[src/sv/mono_framebuffer_line_engine_top_macros.svh]
// Assertion macros for the framebuffer line engine top level.
// Needs clk and rst in the scope of each use; define ASSERT_OFF to drop the checks.
`ifndef MONO_FRAMEBUFFER_LINE_ENGINE_TOP_MACROS_SVH
`define MONO_FRAMEBUFFER_LINE_ENGINE_TOP_MACROS_SVH

`ifndef ASSERT_OFF

// Same-cycle implication.
`define MFLE_ASSERT_IMP(lbl, ante, cons, msg) \
  lbl: assert property (@(posedge clk) disable iff (rst) (ante) |-> (cons)) \
    else $error(msg);

// Next-cycle implication.
`define MFLE_ASSERT_NXT(lbl, ante, cons, msg) \
  lbl: assert property (@(posedge clk) disable iff (rst) (ante) |=> (cons)) \
    else $error(msg);

`else

`define MFLE_ASSERT_IMP(lbl, ante, cons, msg)
`define MFLE_ASSERT_NXT(lbl, ante, cons, msg)

`endif

`endif

[src/sv/mfle_pkg.sv]
// Shared constants, codes and types of the framebuffer line engine.
// No dependencies; imported by the command interface, front end, queue, back end, top level and testbench.
package mfle_pkg;

  localparam int PANEL_WIDTH    = 72;
  localparam int PANEL_HEIGHT   = 40;
  localparam int PAGE_COUNT     = (PANEL_HEIGHT + 7) / 8;
  localparam int BYTE_COUNT     = PANEL_WIDTH * PAGE_COUNT;
  localparam int ADDR_W         = $clog2(BYTE_COUNT);
  localparam int LAST_PAGE_BASE = (PAGE_COUNT - 1) * PANEL_WIDTH;
  localparam int LAST_ROWS      = PANEL_HEIGHT - 8 * (PAGE_COUNT - 1);
  localparam logic [7:0] LAST_PAGE_MASK = 8'((1 << LAST_ROWS) - 1);

  localparam int COORD_W     = 8;
  localparam int IDX_W       = 9;
  localparam int ERR_W       = COORD_W + 3;
  localparam int QUEUE_DEPTH = 2;
  localparam int QPTR_W      = $clog2(QUEUE_DEPTH);
  localparam int QCNT_W      = $clog2(QUEUE_DEPTH + 1);

  typedef enum logic [1:0] {
    MODE_FILL  = 2'd0,
    MODE_PIXEL = 2'd1,
    MODE_LINE  = 2'd2,
    MODE_READ  = 2'd3
  } mode_t;

  typedef enum logic [1:0] {
    OP_FILL,
    OP_LINE,
    OP_READ,
    OP_READ_BAD
  } op_t;

  typedef enum logic [2:0] {
    ST_CLEAR,
    ST_IDLE,
    ST_FILL,
    ST_LINE_RD,
    ST_LINE_WR,
    ST_READ_RD,
    ST_READ_DATA,
    ST_DONE
  } state_t;

  typedef struct packed {
    op_t                     op;
    logic [COORD_W-1:0]      x0;
    logic [COORD_W-1:0]      y0;
    logic [COORD_W-1:0]      x1;
    logic [COORD_W-1:0]      y1;
    logic [COORD_W-1:0]      dx;
    logic [COORD_W-1:0]      dy;
    logic                    sx_up;
    logic                    sy_up;
    logic                    value;
    logic signed [ERR_W-1:0] err0;
    logic [ADDR_W-1:0]       idx;
  } job_t;

  typedef struct packed {
    logic valid;
    job_t job;
  } slot_t;

endpackage

[src/sv/mfle_cmd_if.sv]
// Command channel of the framebuffer line engine: valid/ready plus command fields.
// Depends on mfle_pkg for the field widths.
interface mfle_cmd_if;
  import mfle_pkg::*;

  logic               valid;
  logic               ready;
  logic [1:0]         mode;
  logic [COORD_W-1:0] x_start;
  logic [COORD_W-1:0] y_start;
  logic [COORD_W-1:0] x_end;
  logic [COORD_W-1:0] y_end;
  logic               pixel_value;
  logic [IDX_W-1:0]   byte_index;

  modport source (
    output valid, mode, x_start, y_start, x_end, y_end, pixel_value, byte_index,
    input  ready
  );
  modport sink (
    input  valid, mode, x_start, y_start, x_end, y_end, pixel_value, byte_index,
    output ready
  );
endinterface

[src/sv/mfle_res_if.sv]
// Result channel of the framebuffer line engine: valid/ready plus result fields.
// No dependencies.
interface mfle_res_if;
  logic       valid;
  logic       ready;
  logic [7:0] read_byte;
  logic       clipped;

  modport source (output valid, read_byte, clipped, input ready);
  modport sink (input valid, read_byte, clipped, output ready);
endinterface

[src/sv/mfle_ram.sv]
// Generic simple dual-port RAM, one write and one registered read per cycle.
// No dependencies.
module mfle_ram #(
  parameter int WIDTH = 8,
  parameter int DEPTH = 16
) (
  input  logic                     clk,
  input  logic                     wr_en,
  input  logic [$clog2(DEPTH)-1:0] wr_addr,
  input  logic [WIDTH-1:0]         wr_data,
  input  logic                     rd_en,
  input  logic [$clog2(DEPTH)-1:0] rd_addr,
  output logic [WIDTH-1:0]         rd_data
);
  logic [WIDTH-1:0] mem [DEPTH];

  always_ff @(posedge clk) begin
    if (wr_en) begin
      mem[wr_addr] <= wr_data;
    end
    if (rd_en) begin
      rd_data <= mem[rd_addr];
    end
  end
endmodule

[src/sv/mfle_front.sv]
// Command front end: accepts beats and turns them into jobs for the queue.
// Depends on mfle_pkg and mfle_cmd_if.
module mfle_front (
  mfle_cmd_if.sink         cmd,
  input  logic             clearing,
  input  logic             enq_ready,
  output mfle_pkg::slot_t  enq
);
  import mfle_pkg::*;

  job_t               job;
  logic [COORD_W-1:0] x1;
  logic [COORD_W-1:0] y1;
  logic [COORD_W-1:0] dx;
  logic [COORD_W-1:0] dy;

  // A single pixel is a line whose end is its start.
  assign x1 = (mode_t'(cmd.mode) == MODE_PIXEL) ? cmd.x_start : cmd.x_end;
  assign y1 = (mode_t'(cmd.mode) == MODE_PIXEL) ? cmd.y_start : cmd.y_end;
  assign dx = (x1 > cmd.x_start) ? x1 - cmd.x_start : cmd.x_start - x1;
  assign dy = (y1 > cmd.y_start) ? y1 - cmd.y_start : cmd.y_start - y1;

  always_comb begin
    job.x0    = cmd.x_start;
    job.y0    = cmd.y_start;
    job.x1    = x1;
    job.y1    = y1;
    job.dx    = dx;
    job.dy    = dy;
    job.sx_up = cmd.x_start < x1;
    job.sy_up = cmd.y_start < y1;
    job.value = cmd.pixel_value;
    job.idx   = ADDR_W'(cmd.byte_index);
    if (dx > dy) begin
      job.err0 = ERR_W'(dx >> 1);
    end else begin
      job.err0 = -ERR_W'(dy >> 1);
    end
    case (mode_t'(cmd.mode))
      MODE_FILL:  job.op = OP_FILL;
      MODE_PIXEL: job.op = OP_LINE;
      MODE_LINE:  job.op = OP_LINE;
      MODE_READ:  job.op = (cmd.byte_index < BYTE_COUNT) ? OP_READ : OP_READ_BAD;
      default:    job.op = OP_READ_BAD;
    endcase
  end

  assign cmd.ready = enq_ready && !clearing;
  assign enq.valid = cmd.valid && !clearing;
  assign enq.job   = job;
endmodule

[src/sv/mfle_queue.sv]
// Short job queue between the front end and the drawing back end.
// Depends on mfle_pkg.
module mfle_queue (
  input  logic             clk,
  input  logic             rst,
  input  mfle_pkg::slot_t  enq,
  output logic             enq_ready,
  input  logic             pop,
  output mfle_pkg::slot_t  deq
);
  import mfle_pkg::*;

  job_t              jobs [QUEUE_DEPTH];
  logic [QPTR_W-1:0] wr_ptr;
  logic [QPTR_W-1:0] rd_ptr;
  logic [QCNT_W-1:0] count;
  logic              push;
  logic              take;

  assign enq_ready = count != QCNT_W'(QUEUE_DEPTH);
  assign push      = enq.valid && enq_ready;
  assign take      = pop && (count != '0);
  assign deq.valid = count != '0;
  assign deq.job   = jobs[rd_ptr];

  always_ff @(posedge clk) begin
    if (rst) begin
      wr_ptr <= '0;
      rd_ptr <= '0;
      count  <= '0;
    end else begin
      if (push) begin
        wr_ptr <= (wr_ptr == QPTR_W'(QUEUE_DEPTH - 1)) ? '0 : wr_ptr + 1'b1;
      end
      if (take) begin
        rd_ptr <= (rd_ptr == QPTR_W'(QUEUE_DEPTH - 1)) ? '0 : rd_ptr + 1'b1;
      end
      if (push && !take) begin
        count <= count + 1'b1;
      end else if (take && !push) begin
        count <= count - 1'b1;
      end
    end
  end

  always_ff @(posedge clk) begin
    if (push) begin
      jobs[wr_ptr] <= enq.job;
    end
  end
endmodule

[src/sv/mfle_back.sv]
// Drawing back end: runs fill, line and read jobs on the page-ordered byte RAM.
// Depends on mfle_pkg, mfle_ram and mfle_res_if.
module mfle_back (
  input  logic             clk,
  input  logic             rst,
  input  mfle_pkg::slot_t  deq,
  output logic             pop,
  output logic             clearing,
  mfle_res_if.source       rsp
);
  import mfle_pkg::*;

  state_t                  state;
  state_t                  state_next;
  job_t                    cur;
  logic [COORD_W-1:0]      x;
  logic [COORD_W-1:0]      y;
  logic signed [ERR_W-1:0] err;
  logic [ADDR_W-1:0]       addr;
  logic                    clip;
  logic [7:0]              out_byte;
  logic                    rsp_valid;
  logic [7:0]              rsp_byte;
  logic                    rsp_clip;

  logic                    on_panel;
  logic [ADDR_W-1:0]       pix_addr;
  logic                    last_addr;
  logic                    line_end;
  logic                    step_x;
  logic                    step_y;
  logic signed [ERR_W-1:0] dxs;
  logic signed [ERR_W-1:0] dys;
  logic                    slot_free;

  logic                    wr_en;
  logic [ADDR_W-1:0]       wr_addr;
  logic [7:0]              wr_data;
  logic                    rd_en;
  logic [ADDR_W-1:0]       rd_addr;
  logic [7:0]              rd_data;
  logic [7:0]              patched;

  assign on_panel  = (x < PANEL_WIDTH) && (y < PANEL_HEIGHT);
  assign pix_addr  = ADDR_W'(y[COORD_W-1:3]) * ADDR_W'(PANEL_WIDTH) + ADDR_W'(x);
  assign last_addr = addr == ADDR_W'(BYTE_COUNT - 1);
  assign line_end  = (x == cur.x1) && (y == cur.y1);
  assign dxs       = ERR_W'(cur.dx);
  assign dys       = ERR_W'(cur.dy);
  assign step_x    = err > -dxs;
  assign step_y    = err < dys;
  assign slot_free = !rsp_valid || rsp.ready;

  always_comb begin
    patched         = rd_data;
    patched[y[2:0]] = cur.value;
  end

  // Next state
  always_comb begin
    state_next = state;
    case (state)
      ST_CLEAR: begin
        if (last_addr) state_next = ST_IDLE;
      end
      ST_IDLE: begin
        if (deq.valid) begin
          case (deq.job.op)
            OP_FILL: state_next = ST_FILL;
            OP_LINE: state_next = ST_LINE_RD;
            OP_READ: state_next = ST_READ_RD;
            default: state_next = ST_DONE;
          endcase
        end
      end
      ST_FILL: begin
        if (last_addr) state_next = ST_DONE;
      end
      ST_LINE_RD:   state_next = ST_LINE_WR;
      ST_LINE_WR:   state_next = line_end ? ST_DONE : ST_LINE_RD;
      ST_READ_RD:   state_next = ST_READ_DATA;
      ST_READ_DATA: state_next = ST_DONE;
      ST_DONE: begin
        if (slot_free) state_next = ST_IDLE;
      end
      default:      state_next = ST_CLEAR;
    endcase
  end

  // Outputs of the sequencer
  always_comb begin
    pop      = 1'b0;
    clearing = 1'b0;
    wr_en    = 1'b0;
    wr_addr  = addr;
    wr_data  = '0;
    rd_en    = 1'b0;
    rd_addr  = pix_addr;
    case (state)
      ST_CLEAR: begin
        clearing = 1'b1;
        wr_en    = 1'b1;
      end
      ST_IDLE: begin
        pop = deq.valid;
      end
      ST_FILL: begin
        wr_en   = 1'b1;
        wr_data = {8{cur.value}};
      end
      ST_LINE_RD: begin
        rd_en = on_panel;
      end
      ST_LINE_WR: begin
        wr_en   = on_panel;
        wr_addr = pix_addr;
        wr_data = patched;
      end
      ST_READ_RD: begin
        rd_en   = 1'b1;
        rd_addr = cur.idx;
      end
      default: begin
      end
    endcase
  end

  always_ff @(posedge clk) begin
    if (rst) begin
      state     <= ST_CLEAR;
      addr      <= '0;
      rsp_valid <= 1'b0;
    end else begin
      state <= state_next;
      if (state == ST_CLEAR || state == ST_FILL) begin
        addr <= last_addr ? '0 : addr + 1'b1;
      end
      if (state == ST_DONE && slot_free) begin
        rsp_valid <= 1'b1;
      end else if (rsp.ready) begin
        rsp_valid <= 1'b0;
      end
    end
  end

  always_ff @(posedge clk) begin
    case (state)
      ST_IDLE: begin
        cur      <= deq.job;
        x        <= deq.job.x0;
        y        <= deq.job.y0;
        err      <= deq.job.err0;
        clip     <= deq.job.op == OP_READ_BAD;
        out_byte <= '0;
      end
      ST_LINE_RD: begin
        if (!on_panel) clip <= 1'b1;
      end
      ST_LINE_WR: begin
        // Advance one Bresenham step; both axes test the old error term.
        if (!line_end) begin
          err <= err - (step_x ? dys : '0) + (step_y ? dxs : '0);
          if (step_x) x <= cur.sx_up ? x + 1'b1 : x - 1'b1;
          if (step_y) y <= cur.sy_up ? y + 1'b1 : y - 1'b1;
        end
      end
      ST_READ_DATA: begin
        // Drop rows below the panel on a partial last page.
        if (cur.idx >= ADDR_W'(LAST_PAGE_BASE)) begin
          out_byte <= rd_data & LAST_PAGE_MASK;
        end else begin
          out_byte <= rd_data;
        end
      end
      ST_DONE: begin
        if (slot_free) begin
          rsp_byte <= out_byte;
          rsp_clip <= clip;
        end
      end
      default: begin
      end
    endcase
  end

  mfle_ram #(
    .WIDTH (8),
    .DEPTH (BYTE_COUNT)
  ) u_frame (
    .clk     (clk),
    .wr_en   (wr_en),
    .wr_addr (wr_addr),
    .wr_data (wr_data),
    .rd_en   (rd_en),
    .rd_addr (rd_addr),
    .rd_data (rd_data)
  );

  assign rsp.valid     = rsp_valid;
  assign rsp.read_byte = rsp_byte;
  assign rsp.clipped   = rsp_clip;
endmodule

[src/sv/mono_framebuffer_line_engine_top.sv]
// Top level of the monochrome framebuffer line engine: front end, job queue, back end.
// Depends on mfle_pkg, the channel interfaces, mfle_front, mfle_queue and mfle_back.
//
// Usage: commands arrive on cmd (valid/ready), one result beat per command leaves on rsp.
// The 72x40 frame is held as 360 page-ordered bytes in one RAM; a command is fill,
// set pixel, draw line or read display byte.
// A bad read index touches no RAM byte and comes back with clipped set.
// Each line pixel is a read-modify-write of one RAM byte; a fill writes
// one byte per cycle. Results come out in command order.
// Up to two commands wait in the queue, so the front end keeps taking beats while
// the back end draws and while a finished result waits in the output register.
// After reset all 360 RAM bytes are swept to zero; cmd.ready stays low for that
// sweep. A stalled rsp holds its beat, the back end waits in its done state and the
// queue fills, after which cmd.ready drops.
`include "mono_framebuffer_line_engine_top_macros.svh"

module mono_framebuffer_line_engine_top (
  input  logic       clk,
  input  logic       rst,
  mfle_cmd_if.sink   cmd,
  mfle_res_if.source rsp
);
  import mfle_pkg::*;

  slot_t enq;
  slot_t deq;
  logic  enq_ready;
  logic  pop;
  logic  clearing;

  mfle_front u_front (
    .cmd       (cmd),
    .clearing  (clearing),
    .enq_ready (enq_ready),
    .enq       (enq)
  );

  mfle_queue u_queue (
    .clk       (clk),
    .rst       (rst),
    .enq       (enq),
    .enq_ready (enq_ready),
    .pop       (pop),
    .deq       (deq)
  );

  mfle_back u_back (
    .clk      (clk),
    .rst      (rst),
    .deq      (deq),
    .pop      (pop),
    .clearing (clearing),
    .rsp      (rsp)
  );

  `MFLE_ASSERT_IMP(a_no_accept_in_clear, clearing, !cmd.ready, "command taken during clear")
  `MFLE_ASSERT_IMP(a_pop_nonempty, pop, deq.valid, "queue popped while empty")
  `MFLE_ASSERT_NXT(a_accept_queued, (cmd.valid && cmd.ready), deq.valid, "accepted beat lost")
endmodule

[src/flat_wrapper.sv]
// flat-port wrapper written by rule: the top's interface ports become plain ports
module mono_framebuffer_line_engine_top_flat import mfle_pkg::*;
  (clk, rst, cmd_valid, cmd_mode, cmd_x_start, cmd_y_start, cmd_x_end, cmd_y_end, cmd_pixel_value, cmd_byte_index, cmd_ready, rsp_valid, rsp_read_byte, rsp_clipped, rsp_ready);
  mfle_cmd_if cmd_i ();
  mfle_res_if rsp_i ();
  input  logic clk;
  input  logic rst;
  input wire logic [$bits(cmd_i.valid)-1:0] cmd_valid;
  input wire logic [$bits(cmd_i.mode)-1:0] cmd_mode;
  input wire logic [$bits(cmd_i.x_start)-1:0] cmd_x_start;
  input wire logic [$bits(cmd_i.y_start)-1:0] cmd_y_start;
  input wire logic [$bits(cmd_i.x_end)-1:0] cmd_x_end;
  input wire logic [$bits(cmd_i.y_end)-1:0] cmd_y_end;
  input wire logic [$bits(cmd_i.pixel_value)-1:0] cmd_pixel_value;
  input wire logic [$bits(cmd_i.byte_index)-1:0] cmd_byte_index;
  output wire logic [$bits(cmd_i.ready)-1:0] cmd_ready;
  output wire logic [$bits(rsp_i.valid)-1:0] rsp_valid;
  output wire logic [$bits(rsp_i.read_byte)-1:0] rsp_read_byte;
  output wire logic [$bits(rsp_i.clipped)-1:0] rsp_clipped;
  input wire logic [$bits(rsp_i.ready)-1:0] rsp_ready;
  assign cmd_i.valid = cmd_valid;
  assign cmd_i.mode = cmd_mode;
  assign cmd_i.x_start = cmd_x_start;
  assign cmd_i.y_start = cmd_y_start;
  assign cmd_i.x_end = cmd_x_end;
  assign cmd_i.y_end = cmd_y_end;
  assign cmd_i.pixel_value = cmd_pixel_value;
  assign cmd_i.byte_index = cmd_byte_index;
  assign cmd_ready = cmd_i.ready;
  assign rsp_valid = rsp_i.valid;
  assign rsp_read_byte = rsp_i.read_byte;
  assign rsp_clipped = rsp_i.clipped;
  assign rsp_i.ready = rsp_ready;
  mono_framebuffer_line_engine_top u_core (.clk(clk), .rst(rst), .cmd(cmd_i), .rsp(rsp_i));
endmodule
[config.mk]
export PLATFORM = sky130hd
export DESIGN_NAME = mono_framebuffer_line_engine_top_flat
export DESIGN_NICKNAME = d
export VERILOG_FILES = /design/src/sv/mfle_pkg.sv /design/src/sv/mfle_cmd_if.sv /design/src/sv/mfle_res_if.sv /design/src/sv/mfle_ram.sv /design/src/sv/mfle_front.sv /design/src/sv/mfle_queue.sv /design/src/sv/mfle_back.sv /design/src/sv/mono_framebuffer_line_engine_top.sv /design/src/flat_wrapper.sv
export VERILOG_INCLUDE_DIRS = /design/src /design/src/sv
export SDC_FILE = /design/constraint.sdc
export NUM_CORES = 2
export LEC_CHECK = 0
export ABC_AREA = 1
export BUFFER_PORTS_ARGS = -buffer_cell sky130_fd_sc_hd__buf_2
export CORE_MARGIN = 10
export CORE_UTILIZATION = 65
export DETAILED_ROUTE_END_ITERATION = 8
export HOLD_SLACK_MARGIN = 0.03
export MAX_ROUTING_LAYER = met4
export PLACE_DENSITY = 0.81
export SETUP_SLACK_MARGIN = 0.02
export SKIP_CTS_REPAIR_TIMING = 1
export SLEW_MARGIN = 10
export SYNTH_ARGS = -nofsm -noshare
export SYNTH_HDL_FRONTEND = slang
export SYNTH_HIERARCHICAL = 1
export SYNTH_SLANG_ARGS = --single-unit
export TNS_END_PERCENT = 50
[constraint.sdc]
create_clock -name clk -period 41.7 [get_ports clk]
set_clock_uncertainty 0.2 [all_clocks]
set_input_delay 2.085 -clock clk [delete_from_list [all_inputs] [get_ports clk]]
set_output_delay 2.085 -clock clk [all_outputs]
set_load 0.02 [all_outputs]
==> results.tsv <==
metric	value	unit
I/O pin count	59	
Core Area	0.202	mm2
share of power burned in registers	41.9	%
RSZ-0062 raised after global routing	false	
synth top area cells	edfxtp_1 (71%), nand3_1 (8.3%), nand2_1 (8.2%), nor2_1 (2.5%), o21ai_0 (1.7%)	
crit share post-route	16.2	%
status	finished, final reports clean	
shortest period the worst path allows	6.77	ns
WS Path Type	flop to flop	
kind of start point of the critical path	flop	
top cell type's share of synthesized area	70.9	%
clk sinks	3141	
Clock Latency Late Sink	0.95	ns
vias per inst	6.53	
non-filler instance count after layout	13900	
DP Wirelength	191	mm
total grt overflow	0	
Commonest cells post-synth	edfxtp_1 (3123), nand2_1 (2875), nand3_1 (2186), nor2_1 (869), o21ai_0 (439)	
full die area	0.222	mm2
Synth Flop Type	edfxtp_1	
Synth Register Bits	3141	
largest net degree at the start of global routing	251	
chip width	471	um
Arr. time, crit path	7.37	ns
Worst-path clk slew	0.06	ns
Clk pwr share	32.0	%
CTS tree	built	
static leakage	49.5	nW
P_sw	2.83	mW
Cells after Synth	11200	
slew margin rel.	4.31	%
Power Density	59.3	mW/mm2
Post-Syn Area	0.132	mm2
worst vdd ir	0.0534	mV
Max-cap violations	0	
fraction of registers with async set/reset	0	%
chip height	471	um
setup slack after placement	34.45	ns
Post-Syn Nets	11400	
fmax	148	MHz
DRC Markers	0	
CTS max path bufs	4	
clk root buf	clkbuf_16	
Hold Violations, Final	0	
layout cell share with drive strength beyond 1	6.68	%
Yosys warnings	6	
port buffer count	58	
fill cell count	12900	
Worst setup EP type	flop	
final WL	350	mm
starting density of the core	65.4	%
htree depth	5	
Slew @ Worst Pin	1.43	ns
Seq/Total Area, Yosys	71.2	%
first-pass GRT wire length	524	mm
Total Routing Usage GR	31.4	%
Vias	90500	
Hold Path Class	flop to flop	
final setup margin	34.93	ns
vias in the first global route	87500	
Sum Neg Setup Slack	0	ns
Crit Path Max Fanout	231	
initial drt markers	15300	
most common cell in the netlist	edfxtp_1	
first-pass iteration count of the detailed router	9	
Final Max Tran Viols	0	
Area growth syn-to-layout	7.96	%
GPL Wtd Cong	0.917	
Avg Inst Size Synth	11.8	um2
Pint	5.63	mW
total CTS buffers	315	
drt wl/cell	25.2	um
Cell Rows	165	
Comb pwr share	26.1	%
antenna viol nets, final	0	
required time of the critical path	42.30	ns
initial antenna violation count	15	
Power, Total	8.46	mW
Final Net Count	11100	
setup violators final	0	
placed cell count	13300	
Post-synth EDFFs	3123	
area leader, netlist	edfxtp_1	
worst hold slack	0.300	ns
post-synthesis cell type count	55	
sw frac	33.5	%
[logic make-up after synthesis]
family	share of synthesized area [%]
AOI/OAI and AO/OA	3.28
DFF	71.2
xor gates and xnor gates	0.278
adders and majority gates	1.13
and+or+nand+nor	19.4
muxes	0.836
buffers and inverters	3.86
[through the flow]
step	utilization, %	area (um2)
finish	70.6	143000
global route	70.6	143000
CTS	70.5	143000
detailed placement	65.8	133000
global placement	65.8	133000
floorplan	-	132000
[layout by cell type (no fill, tap or decap), types with 69 or more instances in the layout]
cell type / count
o21ai_0: 429
inv_1: 250
clkinv_1: 73
clkbuf_16: 323
buf_4: 96
edfxtp_1: 3123
nand2_1: 2857
clkbuf_1: 69
nor2_1: 867
ha_1: 95
mux2_4: 70
o22ai_1: 194
nand3_1: 2186
[power groups by stage]
stage          Sequential, mW  Clock (mW)  Combinational [mW]
4_1_cts                  3.55        2.72                2.12
5_1_grt                  3.55        2.84                2.33
3_3_place_gp             3.61           0                2.04
2_1_floorplan            3.61           0                1.40
6_report                 3.55        2.71                2.21
3_5_place_dp             3.61           0                2.09
[worst max-delay path, cell delays in order, from the launching register on]
cell and delay (ns):
dfxtp_1 0.52, nand3_1 0.32, inv_2 0.37, nand2_1 0.16
o21ai_4 0.18, buf_12 0.78, buf_4 0.76, buf_4 0.63
buf_4 0.84, o21ai_0 0.22, o22ai_1 0.26, nand2_1 0.09
nand3_1 0.16, nand3_1 0.20, nand2_1 0.12, nand2_1 0.06
nand3_1 0.15, nand3_1 0.23, nand2_1 0.17
[final cells by class]
type	count	area [um2]	area share [%]
timing repair buffer	169	1320	0.924
antenna	17	42.5	0.0298
multi-input combinational	7049	33200	23.3
clock buffer	392	8340	5.84
sequential	3141	94100	65.9
clock inverter	153	1330	0.932
inverter	271	1050	0.739
tap	2672	3340	2.34
[state kept, by name (all words and copies together), names as in the netlist, named ones only]
name / cells
u_core/u_back/y: 8
u_core/u_back/out_byte: 8
u_core/u_back/rsp.valid: 1
u_core/u_back/err: 11
u_core/u_back/x: 8
u_core/u_queue/rd_ptr: 1
u_core/u_back/cur: 44
u_core/u_back/state: 3
u_core/u_back/clip: 1
u_core/u_back/rsp.clipped: 1
u_core/u_queue/count: 2
u_core/u_queue/jobs: 146
u_core/u_back/addr: 9
u_core/u_queue/wr_ptr: 1
u_core/u_back/rsp.read_byte: 8
u_core/u_back/u_frame/rd_data: 8
u_core/u_back/u_frame/mem: 2880
[routing by layer]
layer / vias to the layer above / routed length, um / global-route usage (%)
met2: 6969 / 162000 / 47.6
met4: 0 / 18400 / 14.6
li1: 39100 / - / -
met5: - / 0 / -
met1: 43200 / 121000 / 40.3
met3: 1188 / 48900 / 7.75
[final timing paths]
check	from	endpoint	slack, ns	depth (start not counted)
worst max-delay path	u_core/u_back/state[0]$_SDFFE_PP0P_	u_core/u_back/u_frame/rd_data[3]$_DFFE_PP_	34.93	18
worst min-delay path	u_core/u_back/out_byte[4]$_SDFFCE_PP0P_	u_core/u_back/rsp.read_byte[4]$_DFFE_PP_	0.30	0
worst max register to register	u_core/u_back/state[0]$_SDFFE_PP0P_	u_core/u_back/u_frame/rd_data[3]$_DFFE_PP_	34.93	18
worst min register to register	u_core/u_back/out_byte[4]$_SDFFCE_PP0P_	u_core/u_back/rsp.read_byte[4]$_DFFE_PP_	0.30	0
(Power assumes the default switching activity.)
